`config.mk`:
```
export PLATFORM = sky130hd
export DESIGN_NAME = length_prefix_codec_flat
export DESIGN_NICKNAME = d
export VERILOG_FILES = /design/src/hw/rtl/lpc_pkg.sv /design/src/hw/rtl/lpc_in_if.sv /design/src/hw/rtl/lpc_out_if.sv /design/src/hw/rtl/length_prefix_codec.sv /design/src/hw/rtl/lpc_dec_core.sv /design/src/flat_wrapper.sv
export SDC_FILE = /design/constraint.sdc
export NUM_CORES = 1
export LEC_CHECK = 0
export CAP_MARGIN = 5
export CORE_MARGIN = 1.5
export CORE_UTILIZATION = 57
export CTS_CLUSTER_SIZE = 25
export DETAILED_ROUTE_END_ITERATION = 6
export DONT_BUFFER_PORTS = 1
export PLACE_DENSITY = 0.75
export RECOVER_POWER = 50
export SKIP_CTS_REPAIR_TIMING = 1
export SLEW_MARGIN = 25
export SYNTH_ARGS = -nofsm -noshare
export SYNTH_HDL_FRONTEND = slang
export SYNTH_SLANG_ARGS = --single-unit
export TNS_END_PERCENT = 20
```
`constraint.sdc`:
```
create_clock -name clk -period 2.1 [get_ports clk]
set_input_delay 0.105 -clock clk [delete_from_list [all_inputs] [get_ports clk]]
set_output_delay 0.105 -clock clk [all_outputs]
set_load 0.03 [all_outputs]
```
`src/hw/rtl/lpc_pkg.sv`:
```
// ----------------------------------------------------------------------------
// lpc_pkg: shared types and constants of the length prefix codec
// Holds the operation, result kind and error codes, the thresholds and
// prefix bytes of the code, and the encode function.
// ----------------------------------------------------------------------------
`default_nettype none

package lpc_pkg;

	// operation of an input item
	localparam logic OP_ENCODE = 1'b0;
	localparam logic OP_DECODE = 1'b1;

	// kind of a result item
	localparam logic KIND_BYTE    = 1'b0;
	localparam logic KIND_OUTCOME = 1'b1;

	// decode outcome codes
	localparam logic [1:0] ERR_OK    = 2'd0;
	localparam logic [1:0] ERR_TRUNC = 2'd1;
	localparam logic [1:0] ERR_LIMIT = 2'd2;

	// code thresholds and prefix bytes
	localparam logic [31:0] SHORT_LIMIT    = 32'd240;
	localparam logic [31:0] TWO_BYTE_LIMIT = 32'd13 << 8;
	localparam logic [7:0]  SHORT_MAX_BYTE = 8'd240;
	localparam logic [7:0]  TWO_BYTE_MAX   = 8'd252;
	localparam logic [7:0]  PREFIX_TWO     = 8'hF0;
	localparam logic [7:0]  PREFIX_16      = 8'd253;
	localparam logic [7:0]  PREFIX_24      = 8'd254;
	localparam logic [7:0]  PREFIX_32      = 8'd255;
	localparam logic [3:0]  NIBBLE_MASK    = 4'hF;
	localparam logic [2:0]  LONG_BIAS      = 3'd3;
	localparam logic [31:0] LIMIT_RESET    = 32'd64 << 20;

	// encoded bytes, first byte in the top lane
	typedef struct packed {
		logic [2:0]  cnt;
		logic [39:0] bytes;
	} enc_t;

	// outcome of one decode step
	typedef struct packed {
		logic        has_result;
		logic [31:0] length;
		logic [1:0]  err;
	} dec_out_t;

	function automatic enc_t encode_length(input logic [31:0] len);
		enc_t r;
		if (len < SHORT_LIMIT) begin
			r.cnt   = 3'd1;
			r.bytes = {len[7:0], 32'h0};
		end else if (len < TWO_BYTE_LIMIT) begin
			r.cnt   = 3'd2;
			r.bytes = {PREFIX_TWO | {4'h0, len[11:8]}, len[7:0], 24'h0};
		end else if (len[31:16] == 16'h0) begin
			r.cnt   = 3'd3;
			r.bytes = {PREFIX_16, len[15:0], 16'h0};
		end else if (len[31:24] == 8'h0) begin
			r.cnt   = 3'd4;
			r.bytes = {PREFIX_24, len[23:0], 8'h0};
		end else begin
			r.cnt   = 3'd5;
			r.bytes = {PREFIX_32, len};
		end
		return r;
	endfunction

endpackage

`default_nettype wire

```
`src/hw/rtl/lpc_in_if.sv`:
```
// ----------------------------------------------------------------------------
// lpc_in_if: input channel of the length prefix codec
// Valid/ready channel carrying one encode or decode item.
// ----------------------------------------------------------------------------
`default_nettype none

interface lpc_in_if;
	logic        valid;
	logic        ready;
	logic        op;
	logic [31:0] length_in;
	logic [7:0]  byte_in;
	logic        buffer_end;

	modport source (output valid, output op, output length_in, output byte_in,
		output buffer_end, input ready);
	modport sink (input valid, input op, input length_in, input byte_in,
		input buffer_end, output ready);
endinterface

`default_nettype wire

```
`src/hw/rtl/lpc_out_if.sv`:
```
// ----------------------------------------------------------------------------
// lpc_out_if: result channel of the length prefix codec
// Valid/ready channel carrying one encoded byte or one decode outcome.
// ----------------------------------------------------------------------------
`default_nettype none

interface lpc_out_if;
	logic        valid;
	logic        ready;
	logic        kind;
	logic [7:0]  byte_out;
	logic        last_byte;
	logic [31:0] length_out;
	logic [1:0]  error_code;

	modport source (output valid, output kind, output byte_out, output last_byte,
		output length_out, output error_code, input ready);
	modport sink (input valid, input kind, input byte_out, input last_byte,
		input length_out, input error_code, output ready);
endinterface

`default_nettype wire

```
`src/hw/rtl/length_prefix_codec.sv`:
```
// ----------------------------------------------------------------------------
// length_prefix_codec: prefix-byte length encoder and decoder
// Top level with input register, decode core, encoder and result burst.
// ----------------------------------------------------------------------------
// An item is taken into an input register and then, once the result register
// is free, turned into its results there. Decode items give at most one
// outcome and run at one item per cycle while the result port is not stalled.
// An encode item holds the result register until each of its 1 to 5 encoded
// bytes has been taken, and the next item waits in the input register
// meanwhile; the sustained rate is set by the number of bytes leaving the
// result port. The user must write the limit register through cfg_we/cfg_wdata
// only while the block is idle; the block itself does not enforce this.
`default_nettype none

module length_prefix_codec (
	input  wire logic        clk,
	input  wire logic        arst_n,
	input  wire logic        cfg_we,
	input  wire logic [31:0] cfg_wdata,
	lpc_in_if.sink           cmd,
	lpc_out_if.source        rsp
);

	logic [31:0] limit_q;

	logic        valid_s1;
	logic        op_s1;
	logic [31:0] len_s1;
	logic [7:0]  byte_s1;
	logic        end_s1;

	logic        out_valid_q;
	logic        out_kind_q;
	logic [39:0] out_shift_q;
	logic [2:0]  out_cnt_q;
	logic [31:0] out_len_q;
	logic [1:0]  out_err_q;

	logic                 out_pop;
	logic                 burst_free;
	logic                 s1_move;
	logic                 dec_step;
	lpc_pkg::enc_t        enc;
	lpc_pkg::dec_out_t    dec;

	// limit register
	always_ff @(posedge clk or negedge arst_n) begin
		if (!arst_n) begin
			limit_q <= lpc_pkg::LIMIT_RESET;
		end else if (cfg_we) begin
			limit_q <= cfg_wdata;
		end
	end

	// handshake and stage movement
	assign out_pop    = out_valid_q && rsp.ready;
	assign burst_free = !out_valid_q || (out_pop && (out_cnt_q == 3'd1));
	assign s1_move    = valid_s1 && burst_free;
	assign cmd.ready  = !valid_s1 || s1_move;
	assign dec_step   = s1_move && (op_s1 == lpc_pkg::OP_DECODE);

	// input register
	always_ff @(posedge clk or negedge arst_n) begin
		if (!arst_n) begin
			valid_s1 <= 1'b0;
		end else if (cmd.ready) begin
			valid_s1 <= cmd.valid;
		end
	end

	always_ff @(posedge clk) begin
		if (cmd.valid && cmd.ready) begin
			op_s1   <= cmd.op;
			len_s1  <= cmd.length_in;
			byte_s1 <= cmd.byte_in;
			end_s1  <= cmd.buffer_end;
		end
	end

	// decode state and outcome
	lpc_dec_core u_dec (
		.clk        (clk),
		.arst_n     (arst_n),
		.step       (dec_step),
		.byte_in    (byte_s1),
		.buffer_end (end_s1),
		.limit      (limit_q),
		.outcome    (dec)
	);

	// encoded bytes of the held length
	assign enc = lpc_pkg::encode_length(len_s1);

	// result valid
	always_ff @(posedge clk or negedge arst_n) begin
		if (!arst_n) begin
			out_valid_q <= 1'b0;
		end else if (s1_move) begin
			out_valid_q <= (op_s1 == lpc_pkg::OP_ENCODE) || dec.has_result;
		end else if (burst_free) begin
			out_valid_q <= 1'b0;
		end
	end

	// result payload and byte shifter
	always_ff @(posedge clk) begin
		if (s1_move) begin
			if (op_s1 == lpc_pkg::OP_ENCODE) begin
				out_kind_q  <= lpc_pkg::KIND_BYTE;
				out_shift_q <= enc.bytes;
				out_cnt_q   <= enc.cnt;
				out_len_q   <= '0;
				out_err_q   <= lpc_pkg::ERR_OK;
			end else begin
				out_kind_q  <= lpc_pkg::KIND_OUTCOME;
				out_shift_q <= '0;
				out_cnt_q   <= 3'd1;
				out_len_q   <= dec.length;
				out_err_q   <= dec.err;
			end
		end else if (out_pop) begin
			out_shift_q <= {out_shift_q[31:0], 8'h0};
			out_cnt_q   <= out_cnt_q - 3'd1;
		end
	end

	// result port
	assign rsp.valid      = out_valid_q;
	assign rsp.kind       = out_kind_q;
	assign rsp.byte_out   = out_shift_q[39:32];
	assign rsp.last_byte  = (out_kind_q == lpc_pkg::KIND_BYTE) && (out_cnt_q == 3'd1);
	assign rsp.length_out = out_len_q;
	assign rsp.error_code = out_err_q;

endmodule

`default_nettype wire

```
`src/hw/rtl/lpc_dec_core.sv`:
```
// ----------------------------------------------------------------------------
// lpc_dec_core: decode state of the length prefix codec
// Holds the bytes still awaited, the partial value and the long form flag,
// and gives the outcome of the current byte in the same cycle.
// ----------------------------------------------------------------------------
`default_nettype none

module lpc_dec_core (
	input  wire logic              clk,
	input  wire logic              arst_n,
	input  wire logic              step,
	input  wire logic [7:0]        byte_in,
	input  wire logic              buffer_end,
	input  wire logic [31:0]       limit,
	output lpc_pkg::dec_out_t      outcome
);

	logic [2:0]  pend_q;
	logic [31:0] pv_q;
	logic        lf_q;

	logic [2:0]  pend_n;
	logic [31:0] pv_n;
	logic        lf_n;
	logic [31:0] shifted;
	logic [2:0]  pend_dec;

	// next decode state and outcome for the current byte
	always_comb begin
		pend_n   = pend_q;
		pv_n     = pv_q;
		lf_n     = lf_q;
		shifted  = {pv_q[23:0], byte_in};
		pend_dec = pend_q - 3'd1;
		outcome  = '0;
		if (pend_q == 3'd0) begin
			if (byte_in < lpc_pkg::SHORT_MAX_BYTE) begin
				outcome.has_result = 1'b1;
				outcome.length     = {24'h0, byte_in};
				outcome.err        = lpc_pkg::ERR_OK;
			end else begin
				if (byte_in <= lpc_pkg::TWO_BYTE_MAX) begin
					pv_n   = {28'h0, byte_in[3:0] & lpc_pkg::NIBBLE_MASK};
					pend_n = 3'd1;
				end else begin
					pv_n   = '0;
					pend_n = byte_in[2:0] - lpc_pkg::LONG_BIAS;
				end
				lf_n = (byte_in == lpc_pkg::PREFIX_32);
				if (buffer_end) begin
					pend_n             = '0;
					pv_n               = '0;
					lf_n               = 1'b0;
					outcome.has_result = 1'b1;
					outcome.err        = lpc_pkg::ERR_TRUNC;
				end
			end
		end else if (pend_dec == 3'd0) begin
			// code complete
			pend_n             = '0;
			pv_n               = '0;
			lf_n               = 1'b0;
			outcome.has_result = 1'b1;
			if (lf_q && (shifted > limit)) begin
				outcome.err = lpc_pkg::ERR_LIMIT;
			end else begin
				outcome.length = shifted;
				outcome.err    = lpc_pkg::ERR_OK;
			end
		end else begin
			pv_n   = shifted;
			pend_n = pend_dec;
			if (buffer_end) begin
				pend_n             = '0;
				pv_n               = '0;
				lf_n               = 1'b0;
				outcome.has_result = 1'b1;
				outcome.err        = lpc_pkg::ERR_TRUNC;
			end
		end
	end

	// decode state register
	always_ff @(posedge clk or negedge arst_n) begin
		if (!arst_n) begin
			pend_q <= '0;
			pv_q   <= '0;
			lf_q   <= 1'b0;
		end else if (step) begin
			pend_q <= pend_n;
			pv_q   <= pv_n;
			lf_q   <= lf_n;
		end
	end

endmodule

`default_nettype wire

```
`src/flat_wrapper.sv`:
```
// flat-port wrapper written by rule: the top's interface ports become plain ports
module length_prefix_codec_flat 
  (clk, arst_n, cfg_we, cfg_wdata, cmd_valid, cmd_op, cmd_length_in, cmd_byte_in, cmd_buffer_end, cmd_ready, rsp_valid, rsp_kind, rsp_byte_out, rsp_last_byte, rsp_length_out, rsp_error_code, rsp_ready);
  lpc_in_if cmd_i ();
  lpc_out_if rsp_i ();
  input  wire logic clk;
  input  wire logic arst_n;
  input  wire logic cfg_we;
  input  wire logic [31:0] cfg_wdata;
  input wire logic [$bits(cmd_i.valid)-1:0] cmd_valid;
  input wire logic [$bits(cmd_i.op)-1:0] cmd_op;
  input wire logic [$bits(cmd_i.length_in)-1:0] cmd_length_in;
  input wire logic [$bits(cmd_i.byte_in)-1:0] cmd_byte_in;
  input wire logic [$bits(cmd_i.buffer_end)-1:0] cmd_buffer_end;
  output wire logic [$bits(cmd_i.ready)-1:0] cmd_ready;
  output wire logic [$bits(rsp_i.valid)-1:0] rsp_valid;
  output wire logic [$bits(rsp_i.kind)-1:0] rsp_kind;
  output wire logic [$bits(rsp_i.byte_out)-1:0] rsp_byte_out;
  output wire logic [$bits(rsp_i.last_byte)-1:0] rsp_last_byte;
  output wire logic [$bits(rsp_i.length_out)-1:0] rsp_length_out;
  output wire logic [$bits(rsp_i.error_code)-1:0] rsp_error_code;
  input wire logic [$bits(rsp_i.ready)-1:0] rsp_ready;
  assign cmd_i.valid = cmd_valid;
  assign cmd_i.op = cmd_op;
  assign cmd_i.length_in = cmd_length_in;
  assign cmd_i.byte_in = cmd_byte_in;
  assign cmd_i.buffer_end = cmd_buffer_end;
  assign cmd_ready = cmd_i.ready;
  assign rsp_valid = rsp_i.valid;
  assign rsp_kind = rsp_i.kind;
  assign rsp_byte_out = rsp_i.byte_out;
  assign rsp_last_byte = rsp_i.last_byte;
  assign rsp_length_out = rsp_i.length_out;
  assign rsp_error_code = rsp_i.error_code;
  assign rsp_i.ready = rsp_ready;
  length_prefix_codec u_core (.clk(clk), .arst_n(arst_n), .cfg_we(cfg_we), .cfg_wdata(cfg_wdata), .cmd(cmd_i), .rsp(rsp_i));
endmodule
```
**Word level (Yosys, flattened, before mapping)**

Cells that the tools add are included.

- Flip-flop bits (word level): 182
- Input bits: 79
- Output and inout bits: 46

- $add $sub $neg: 3
- Magnitude comparators: 5
- Equality and inequality tests: 3
- Mux-type cells: 41
- Bitwise operators: 2
- Reductions and logical operators: 21

Operator list:

| operator | number |
|---|---|
| $mux W43 | 3 |
| $mux W40 | 3 |
| $mux W24 | 4 |
| $mux W32 | 2 |
| $mux W41 | 1 |
| $mux W35 | 1 |
| $gt A32 B32 Y1 | 1 |
| $lt A32 B12 Y1 const B | 1 |
| $lt A32 B8 Y1 const B | 1 |
| $mux W3 | 9 |
| $logic_not A16 Y1 | 1 |
| $mux W1 | 12 |
| $eq A8 B8 Y1 const B | 1 |
| $le A8 B8 Y1 const B | 1 |
| $logic_not A8 Y1 | 1 |
| $lt A8 B8 Y1 const B | 1 |
| $mux W4 | 2 |
| $mux W8 | 1 |
| $logic_and A1 B1 Y1 | 7 |
| $logic_not A3 Y1 | 2 |
| $mux W2 | 3 |
| $sub A3 B1 Y3 const B | 2 |
| $reduce_bool A2 Y1 | 2 |
| $eq A3 B1 Y1 const B | 1 |
| other kinds (8) | 12 |

**Logic depth before layout (Yosys ltp)**

- Depth in word-level cells: 7
- Gate-level depth with buffers: 10

**Hierarchy**

Synthesis repeated with hierarchy kept, for this count alone.

- Cell total of the unflattened synthesis: 730
- Area total of the unflattened synthesis: 9,054.9 um2

Modules (own cells, without submodules):

| module | instances | cells each | area each (um2) | sequential area each (um2) |
|---|---|---|---|---|
| length_prefix_codec | 1 | 443 | 6,459.9 | 4,455.5 |
| lpc_dec_core | 1 | 287 | 2,595.0 | 700.7 |

**Worst setup path before layout**

Ideal clock, no wire load.

- Path type: register to register
- Start: register u_core.out_cnt_q[1]
- End: register u_core.byte_s1[0] (enable)
- Setup time: 403 ps
- Arrival time: 2,010 ps
- Required time: 1,697 ps
- Path slack: -313 ps
- Stages on the path, launching flop included: 6
- Period minus slack after synthesis: 2,413 ps
- Cell sequence: edfxtp_1 -> inv_1 -> ha_1 -> nand3b_1 -> nand3_1 -> and2_1

- Cells in the longest elaborated chain, start to end: 6

RTL lines:

| item | line | source |
|---|---|---|
| start: declaration | length_prefix_codec.sv:35 | `logic [2:0] out_cnt_q;` |
| start signal: assignment | length_prefix_codec.sv:111 | `out_cnt_q <= enc.cnt;` |
| start signal: assignment | length_prefix_codec.sv:123 | `out_cnt_q <= out_cnt_q - 3'd1;` |
| $eq A3 B1 Y1 | length_prefix_codec.sv:57 | `assign burst_free = !out_valid_q \|\| (out_pop && (out_cnt_q == 3'd1));` |
| $logic_and A1 B1 Y1 | length_prefix_codec.sv:57 |  |
| $logic_or A1 B1 Y1 | length_prefix_codec.sv:57 |  |
| $logic_and A1 B1 Y1 | length_prefix_codec.sv:58 | `assign s1_move = valid_s1 && burst_free;` |
| $logic_or A1 B1 Y1 | length_prefix_codec.sv:59 | `assign cmd.ready = !valid_s1 \|\| s1_move;` |
| net cmd_ready | flat_wrapper.sv:15 | `output wire logic [$bits(cmd_i.ready)-1:0] cmd_ready;` |
| $logic_and A1 B1 Y1 | length_prefix_codec.sv:72 | `if (cmd.valid && cmd.ready) begin` |
| end signal: assignment | length_prefix_codec.sv:75 | `byte_s1 <= cmd.byte_in;` |
| end: declaration | length_prefix_codec.sv:29 | `logic [7:0] byte_s1;` |

The timed path passes the listed nets, and every way through them passes these cells.
A chain may end at the register's enable or synchronous reset.

**Worst setup path after layout**

- Start: register u_core.u_dec.pv_q[14]
- End: register u_core.out_len_q[1] (netlist: u_core.rsp.length_out[1]) (data pin)

- Cells in the longest elaborated chain, start to end: 5

RTL lines:

| item | line | source |
|---|---|---|
| start: declaration | lpc_dec_core.sv:19 | `logic [31:0] pv_q;` |
| start signal: assignment | lpc_dec_core.sv:91 | `pv_q <= pv_n;` |
| $gt A32 B32 Y1 | lpc_dec_core.sv:64 | `if (lf_q && (shifted > limit)) begin` |
| $logic_and A1 B1 Y1 | lpc_dec_core.sv:64 |  |
| $mux W32 | lpc_dec_core.sv:64 |  |
| $mux W32 | lpc_dec_core.sv:58 | `end else if (pend_dec == 3'd0) begin` |
| $mux W35 | lpc_dec_core.sv:36 | `if (pend_q == 3'd0) begin` |
| end signal: assignment | length_prefix_codec.sv:118 | `out_len_q <= dec.length;` |
| end: declaration | length_prefix_codec.sv:36 | `logic [31:0] out_len_q;` |

No other way between the ends.

==> reports/results.tsv <==
stage	metric	value	unit
pwr	netSwitchingFraction	25.4	%
synthesis	synth_area_leaders	edfxtp_1 (43%), dfrtp_1 (18%), nand2_1 (5.9%)	
synthesis	synth-main-ff-cell	edfxtp_1	
clock_tree	clkTransAtPathRegs	0.07	ns
floorplanning	row_count	44	
synthesis	syn_area_per_cell	11.2	um^2
setup_path	r2r-start	u_core.u_dec.pv_q[14]$_DFFE_PN0P_	
drt	vias	6532	
drt	routedWlPerCell	20.0	um
sta	maxSlewViolCount	63	
pwr	seqPwrFrac	51.8	%
setup_path	crit_arrival	2.71	ns
floorplanning	start_util	58.1	%
grt	grt.busiest_layer	met2	
grt	antenna_found_initial	0	
pwr	clkPwrFrac	36.8	%
run	cap_viol_max_count	1	
final_layout	area_growth_syn_to_layout	28.2	%
grt	grt_max_degree	64	
final_layout	stdcell_count	1090	
drt	drcViolationCount	0	
synthesis	synth_top_family_by_area	compound AO/OA/AOI/OAI gates	
synthesis	synth_compound_area_share	13.8	%
synthesis	synthAdderAreaFrac	5.82	%
final_layout	num_antenna_cells	0	
drt	drtIter0Drc	718	
drt	drt_pass1_iterations	5	
pwr	switchingPower	2.13	mW
grt	met3_usage	8.03	%
grt	grt_first_pass_wirelength	30900	um
synthesis	synth_top_cell_by_area	edfxtp_1	
sta	tns	-12.87	ns
setup_path	start_kind	register	
grt	grt_usage	25.5	%
sta	tightest_slew	1.58	ns
floorplanning	die_h	124	um
floorplanning	io_pins	125	
floorplanning	dieArea	0.0154	mm^2
grt	grt_pass1_vias	5919	
place	place_hpwl	13800	um
pwr	powerDensity	781	mW/mm^2
synthesis	yosys_warnings	0	
clock_tree	clock_sinks	182	
pwr	total_leakage_power	4.43	nW
clock_tree	cts-htree-levels	4	
drt	antenna_left	0	
clock_tree	numCtsBuffers	17	
synthesis	synthMuxAreaShare	0.269	%
setup_path	cp-end-kind	register	
clock_tree	clock_latency	0.43	ns
setup_path	path_class	reg -> reg	
sta	fin_crit_sh	120	%
sta	finalSetupViolations	33	
synthesis	syn_inst	746	
pwr	combPwrFrac	11.3	%
synthesis	seq_area_frac_synth	61.5	%
synthesis	synth.ff_latch_count	182	
final_layout	final_net_count	1011	
clock_tree	cts_max_path_buffers	2	
status	failed_checks	max-capacitance violations, max-slew violations, negative setup slack	
synthesis	synth_top_area_share	43.0	%
sta	fin_ws	-0.429	ns
sta	period_needed	2.53	ns
final_layout	final_common_cell	nand2_1	
sta	maxSlewHeadroom	-5.00	%
sta	fmax	395	MHz
grt	use_met2	38.5	%
place	gp_congestion	0.935	
drt	vias_per_cell	5.99	
synthesis	yosys.cell_types.count	53	
setup_path	crit_slowest_cell	dfrtp_1	
clock_tree	cts_tree	yes	
setup_path	worstPathRequired	2.29	ns
place	pre_cts_slack	-0.317	ns
setup_path	cp_max_fo	8	
pwr	ir_drop	599	uV
drt	routed_wl	21800	um
sta	grt_setup_unrepaired	true	
setup_path	cpPeakStageDelay	0.43	ns
final_layout	final_cell_mix	nand2_1 (131), edfxtp_1 (120), o21ai_0 (77), buf_4 (77), dlygate4sd3_1 (76)	
place	numPortBuffers	0	
grt	overflow	0	
synthesis	synth-simple-area-share	13.8	%
place	post-place-cells	969	
min_path	min-delay-start	rsp_ready	
sta	skew	0.00728	ns
synthesis	synth_nets	864	
setup_path	cp-startpoint	u_core.u_dec.pv_q[14]$_DFFE_PN0P_	
sta	finalHoldViolCount	0	
synthesis	synth_edf_count	120	
floorplanning	core	0.0144	mm^2
final_layout	drive_above_1_share	19.1	%
synthesis	synthXorXnorAreaFrac	0.105	%
sta	whs	0.00507	ns
min_path	hp-class	in -> reg	
pwr	p_int	6.25	mW
clock_tree	cts-root-buf	clkbuf_16	
status	status	complete, but fails checks	
setup_path	path_cells	ha_4 -> nand4_1 -> nor4_4 -> nand3b_1 -> a31oi_4 -> nor3_4 -> buf_6 -> buf_6 -> o21a_1	
floorplanning	die_x	124	um
synthesis	postSynth.asyncResetShare	34.1	%
synthesis	synth_area	0.00838	mm^2
grt	use_met1	35.5	%
setup_path	critPathMostFrequentCell	buf_6	
[kinds of logic after synthesis]
logic type,count (synthesis)
and+or+nand+nor,244
AOI/OAI and AO/OA,189
DFF,182
buffers and inverters,89
adders and majority gates,39
muxes,2
xor gates and xnor gates,1
[Yosys cell counts, types with 3 or more instances]
| library cell | number |
|---|---|
| edfxtp_1 | 120 |
| nand2b_1 | 4 |
| and2_1 | 28 |
| nand2_1 | 132 |
| o21ai_1 | 12 |
| clkbuf_1 | 20 |
| nor3_1 | 6 |
| nor4_1 | 7 |
| a21o_1 | 3 |
| and3_1 | 10 |
| a21oi_1 | 34 |
| a211oi_1 | 4 |
| dfrtp_1 | 61 |
| buf_2 | 9 |
| inv_1 | 46 |
| o21a_1 | 9 |
| buf_6 | 3 |
| nor3b_1 | 5 |
| a22o_1 | 12 |
| buf_4 | 8 |
| nor2_1 | 26 |
| nand4_1 | 10 |
| a31oi_1 | 10 |
| nand3_1 | 4 |
| o21ai_0 | 77 |
| a22oi_1 | 14 |
| ha_1 | 39 |
[critical path: cells and delay by family, from the launching register on]
kind                       cells  cell delay (ns)
and+or+nand+nor                4             0.89
DFF                            1             0.43
adders and majority gates      1             0.30
AOI/OAI and AO/OA              2             0.40
buffers and inverters          2             0.26
[flip-flops by register name, summed over array words and instances, names as in the netlist, 3 cells and up]
name                   count
u_core.out_shift_q        40
u_core.limit_q            32
u_core.u_dec.pend_q        3
u_core.rsp.length_out     32
u_core.u_dec.pv_q         24
u_core.out_cnt_q           3
u_core.len_s1             32
u_core.byte_s1             8
[metrics by stage]
step / area [um^2] / utilization [%] / power (mW)
after floorplan: 8380 / - / 4.87
final: 10700 / 74.5 / 8.39
after detailed placement: 9040 / 62.7 / 5.13
after global placement: 9040 / 62.7 / 5.08
after global routing: 10700 / 74.5 / 8.67
after CTS: 9610 / 66.6 / 8.16
[layer usage]
layer  vias to the layer above  part of all wire, %
li1                       2950                    -
met1                      3190                   41
met2                       350                   48
met3                        42                  8.5
met4                         0                  2.3
met5                         -                    0
[path summary, 6_finish.rpt]
kind | endpoint | slack [ns] | cells past startpoint
setup reg to reg | u_core.rsp.length_out[1]$_SDFFCE_PN0P_ | -0.43 | 9
hold reg to reg | u_core.u_dec.pend_q[1]$_DFFE_PN0P_ | 0.52 | 2
max in group asynchronous | u_core.u_dec.lf_q$_DFFE_PN0P_ | 0.54 | 2
min in group asynchronous | u_core.limit_q[27]$_DFFE_PN0P_ | 0.61 | 2
hold / removal | u_core.rsp.valid$_DFFE_PN0P_ | 0.005 | 2
setup / recovery | u_core.rsp.length_out[1]$_SDFFCE_PN0P_ | -0.43 | 9
[area by class of cell]
class | count | area, um^2
multi-input combinational | 475 | 3070
sequential | 182 | 5160
tap | 184 | 230
inverter | 47 | 176
fill | 908 | 3680
clock inverter | 10 | 63.8
clock buffer | 22 | 507
timing repair buffer | 170 | 1540
[power by group through the flow]
stage,Sequential [mW],Clock [mW],Combinational [mW]
detailed placement,4.41,0,0.719
floorplan,4.33,0,0.538
CTS,4.34,3.09,0.731
global placement,4.40,0,0.676
global route,4.37,3.25,1.05
finish,4.35,3.09,0.950
(Power assumes the default switching activity.)
